$ cat src/hdl/tmi_pkg.sv
// ----------------------------------------------------------------------------
// tmi_pkg: shared constants and types
// Sizes, command codes, status codes and instruction characters of the
// tape machine interpreter.
// ----------------------------------------------------------------------------
package tmi_pkg;

  localparam int PROG_DEPTH  = 1024;
  localparam int TAPE_CELLS  = 256;
  localparam int STACK_DEPTH = 32;

  localparam int PA_W    = $clog2(PROG_DEPTH);      // program store index
  localparam int ADDR_W  = 11;                      // instr address / length
  localparam int DP_W    = $clog2(TAPE_CELLS);
  localparam int SP_W    = $clog2(STACK_DEPTH);
  localparam int DEPTH_W = $clog2(STACK_DEPTH + 1);

  localparam logic [1:0] CMD_LOAD    = 2'd0;
  localparam logic [1:0] CMD_RESTART = 2'd1;
  localparam logic [1:0] CMD_STEP    = 2'd2;

  localparam logic [2:0] ST_RUN      = 3'd0;
  localparam logic [2:0] ST_FINISHED = 3'd1;
  localparam logic [2:0] ST_UNM_CLS  = 3'd2;
  localparam logic [2:0] ST_UNM_OPN  = 3'd3;
  localparam logic [2:0] ST_OVERFLOW = 3'd4;

  localparam logic [7:0] OP_RIGHT = 8'h3E;  // >
  localparam logic [7:0] OP_LEFT  = 8'h3C;  // <
  localparam logic [7:0] OP_INC   = 8'h2B;  // +
  localparam logic [7:0] OP_DEC   = 8'h2D;  // -
  localparam logic [7:0] OP_OPEN  = 8'h5B;  // [
  localparam logic [7:0] OP_CLOSE = 8'h5D;  // ]
  localparam logic [7:0] OP_IN    = 8'h2C;  // ,
  localparam logic [7:0] OP_OUT   = 8'h2E;  // .

  typedef struct packed {
    logic            rd_en;
    logic            wr_en;
    logic            clr;
    logic [DP_W-1:0] addr;
    logic [7:0]      wr_data;
  } tape_req_t;

endpackage

$ cat src/hdl/tmi_tape.sv
// ----------------------------------------------------------------------------
// tmi_tape: data tape memory
// Cell RAM with one valid bit per cell; a cell never written since reset or
// restart reads as zero. Clear drops all valid bits at once.
// ----------------------------------------------------------------------------
module tmi_tape (
  input  logic              clk,
  input  logic              rst_n,
  input  tmi_pkg::tape_req_t req,
  output logic [7:0]        rdata
);
  import tmi_pkg::*;

  logic [7:0]            mem [TAPE_CELLS];
  logic [TAPE_CELLS-1:0] valid_r;
  logic [7:0]            rdata_r;
  logic                  rvalid_r;

  always_ff @(posedge clk) begin
    if (req.wr_en) begin
      mem[req.addr] <= req.wr_data;
    end
    if (req.rd_en) begin
      rdata_r <= mem[req.addr];
    end
  end

  always_ff @(posedge clk) begin
    if (!rst_n) begin
      valid_r  <= '0;
      rvalid_r <= 1'b0;
    end else begin
      if (req.clr) begin
        valid_r <= '0;
      end else if (req.wr_en) begin
        valid_r[req.addr] <= 1'b1;
      end
      if (req.rd_en) begin
        rvalid_r <= valid_r[req.addr];
      end
    end
  end

  assign rdata = rvalid_r ? rdata_r : 8'd0;

endmodule

$ cat config.mk
export PLATFORM = sky130hd
export DESIGN_NAME = tmi_tape
export DESIGN_NICKNAME = d
export VERILOG_FILES = /design/src/hdl/tmi_pkg.sv /design/src/hdl/tmi_tape.sv
export SDC_FILE = /design/constraint.sdc
export NUM_CORES = 2
export LEC_CHECK = 0
export BUFFER_PORTS_ARGS = -buffer_cell sky130_fd_sc_hd__buf_2
export CAP_MARGIN = 25
export CORE_ASPECT_RATIO = 1.75
export CORE_MARGIN = 3
export CORE_UTILIZATION = 40
export CTS_BUF_LIST = sky130_fd_sc_hd__clkbuf_4
export CTS_CLUSTER_DIAMETER = 100
export CTS_CLUSTER_SIZE = 24
export DETAILED_ROUTE_END_ITERATION = 16
export PLACE_DENSITY = 0.61
export SYNTH_ARGS = -nofsm -noshare
export SYNTH_HDL_FRONTEND = slang
export SYNTH_SLANG_ARGS = --single-unit
$ cat constraint.sdc
create_clock -name clk -period 3.1 [get_ports clk]
set_input_delay 0.465 -clock clk [delete_from_list [all_inputs] [get_ports clk]]
set_output_delay 0.465 -clock clk [all_outputs]
set_load 0.02 [all_outputs]
=== Yosys cells after proc, flatten, opt, wreduce, memory -nomap -nowiden ===
Memories as Yosys holds them, arrays and structs flattened. A register that Yosys moved wholly into a read port is not among the register bits.
Index checks and enable logic that the tools add are counted.

* Order comparisons: 2
* Multiplexer cells: 7
* Bitwise gates (word level): 2
* Reductions and logical operators: 2

{| class="wikitable"
|+ Operator list
! kind !! count
|-
| OR 256 bit || 1
|-
| less-than comparator 8 x 9 -> 1 bit (second input constant) || 1
|-
| binary-select mux 1 bit (select 8 bit) || 1
|-
| demux 1 bit (select 8 bit) || 1
|-
| >= comparator 8 x 1 -> 1 bit (second input constant) || 1
|-
| two-way mux 8 bit || 1
|-
| two-way mux 1 bit || 4
|-
| OR reduction 2 bit || 1
|-
| logical AND 1 bit || 1
|-
| NOT 1 bit || 1
|}

* Flip-flop bits (word level): 257
* Bits in writable memories: 2048
* Input port bits: 21
* Output and inout bits: 8
* Logic and storage cells: 16
* Memories: 1

{| class="wikitable"
|+ Memory list
! memory !! words !! width !! read ports !! clocked after memory_dff !! write ports !! line !! RTL
|-
| mem || 256 || 8 || 1 || 1 || 1 || tmi_tape.sv:14 || <nowiki>logic [7:0] mem [TAPE_CELLS];</nowiki>
|}

=== Depth between registers and ports, before layout ===
* Word-level depth: 5
* Depth in mapped cells: 13
* Gate-level depth less buffers: 7

=== Worst setup path before layout ===
OpenSTA, ideal clock, no wires.

* Path kind: input-to-reg
* From: in req[11] (netlist name)
* To: mem mem[172][0] (enable)
* Setup time: 386 ps
* Data arrival time: 2534 ps
* Required time: 2714 ps
* Slack: 180 ps
* Cell stages on the path: 7
* Buffers on the path: 5
* Cells stage by stage: buf_2 buf_2 buf_2 buf_2 buf_2 nand2_1 nor3_1

{| class="wikitable"
|+ RTL lines
! what !! line !! RTL
|-
| from (decl) || tmi_tape.sv:9 || <nowiki>input tmi_pkg::tape_req_t req,</nowiki>
|-
| to (decl) || tmi_tape.sv:14 ||
|}

Straight into the memory's write port.

==> metrics.csv <==
metric;value;unit
status;finished, final reports clean;
worstMarginPinSlew;1060;ps
cts_tree;yes;
synth_top_area_share;0.694;
drt-initial-drc-count;5187;
clock_latency;1170;ps
final_area;0.100;mm2
synthArstFlopShare;0;
start_util;0.403;
grt_pass1_wl;355000;um
fmax;0.329;GHz
synth_seq_cells;2313;
synth_nets;4444;
hpwl;172000;um
viasPerCell;5.71;
ant_nets;0;
synth-edff-count;2056;
crit_type;register to register;
fill_cells;18700;
wl_per_cell;30.9;um
setup_viol_count_final;0;
path_clk_slew;250;ps
final_hold_viol_count;0;
ctsRootBufferMaster;clkbuf_4;
ios;29;
rsz0062_at_grt;false;
wl;248000;um
final.setup.tns;0;ps
cts_max_level;3;
clockBufferDepth;3;
cts_setup_buffers;0;
holdWs;146;ps
grt_start_max_net_pins;116;
slew_headroom;0.288;
fin_worst_skew;75.4;ps
min_period;3040;ps
grt_overflow;0;
placed_cell_area;0.0982;mm2
grt_usage;0.217;
drtPass1Iterations;6;
area_growth;12.4;%
die_x;362;um
synth_common_cells;edfxtp_1 (2056), mux4_2 (630), nor2_1 (616);
start_kind;register;
die_area;0.228;mm2
fp.coreArea;0.221;mm2
hold_path.class;input pin to register;
syn_inst;4423;
drive_above_1_share;0.317;
final_util;0.453;
rows;228;
netlist_area;0.0889;mm2
syn_area_per_cell;20.1;um2
synthTopCellsByArea;edfxtp_1 (69%), mux4_2 (16%), dfxtp_1 (5.8%);
gp_congestion;0.892;
power_density;492;mW/mm2
die_h;630;um
period_share;0.981;
yosys_warnings;0;
slew_viol_final;0;
antenna_found_initial;12;
cts.sinks;2313;
synth_top_area_cell;edfxtp_1;
crit_arrival;4020;ps
numCtsBuffers;106;
yosysMostFrequentCell;edfxtp_1;
vias;45800;
io_buffers;28;
ir_drop;0.273;mV
leakagePower;31.9;nW
grt_pass1_vias;47300;
drc;0;
crit_required;4080;ps
worstPathMaxFanout;1;
nNetsFinal;5070;
drv_cap;0;
seq_area_frac_synth;0.752;
critPathCaptureType;register;
ys.flop_type;edfxtp_1;
synth_cell_types;54;
cell type report:
class	instances	area, um2	area share
clock buffers	198	1490	0.0149
inverters	1	3.75	0.0000375
well taps	2875	3600	0.0360
multi-input cells	1840	20700	0.208
clock inverters	2	20.0	0.000200
flip-flops and latches	2313	66900	0.669
diodes	11	27.5	0.000275
repair buffers	787	7210	0.0721
power by group:
part	leakage, nW	switching, mW	internal, mW
sequential	20.6	0.0350	33.9
combinational	10.4	2.16	1.47
clock	0.923	8.69	2.82
total	31.9	10.9	38.2
placed cells by master (no fill, tap or decap), drive strengths merged, types with 12 or more instances in the layout:
cell | netlist | routed
dlygate4sd3 | 0 | 18
mux2 | 12 | 12
mux2i | 105 | 105
clkbuf | 127 | 207
o21a | 75 | 75
edfxtp | 2056 | 2056
nor2 | 616 | 616
nand4 | 16 | 16
nand3 | 37 | 37
buf | 142 | 760
o22ai | 16 | 16
nor3 | 42 | 42
a21oi | 23 | 23
a22oi | 80 | 80
mux4 | 630 | 630
dfxtp | 257 | 257
nand2 | 70 | 70
critical path, cell delays in order (launching register included):
cell and delay [ps]:
edfxtp_1 440, mux4_2 520, mux2i_1 510, nor3_1 150
a31oi_1 250, nand4_1 140, nor3_1 190, nand4_1 120
dlygate4sd3_1 570
per-layer routing:
| layer | share of wire | global-route usage |
|---|---|---|
| met1 | 0.35 | 0.254 |
| met2 | 0.53 | 0.391 |
| met5 | 0.00023 | 0 |
| met3 | 0.055 | 0.0259 |
| met4 | 0.061 | 0.110 |
what timing repair did:
item,in CTS,in global routing
resized for setup,0,3
endpoints found under the hold margin,1077,0
setup endpoints to repair,0,1
hold buffers,18,0
worst paths after layout:
path / from / to / slack, ps / cells past startpoint
setup / recovery: mem[186][0] / rdata_r[0] / 60 / 8
hold / removal: req[13] / mem[232][0] / 150 / 4
setup reg to reg: mem[186][0] / rdata_r[0] / 60 / 8
hold reg to reg: valid_r[71] / valid_r[71] / 500 / 1
stage by stage:
step	total power [mW]	setup slack (ps)	std cells
finish	49.1	60.4	8027
global route	50.6	8.12	8023
CTS	49.5	37.5	8014
detailed placement	38.3	-633	7796
global placement	38.3	-621	7793
floorplan	36.3	180	4423
registers in the layout, indices dropped and copies added, names as in the netlist:
signal    count
rdata_r       8
mem        2048
valid_r     256
rvalid_r      1
cell families after synthesis:
family,Yosys count,synth area share
AOI/OAI and AO/OA,245,0.0200
buffers and inverters,270,0.0155
DFF,2313,0.752
muxes,747,0.173
and+or+nand+nor,848,0.0396
(Power assumes the default switching activity.)
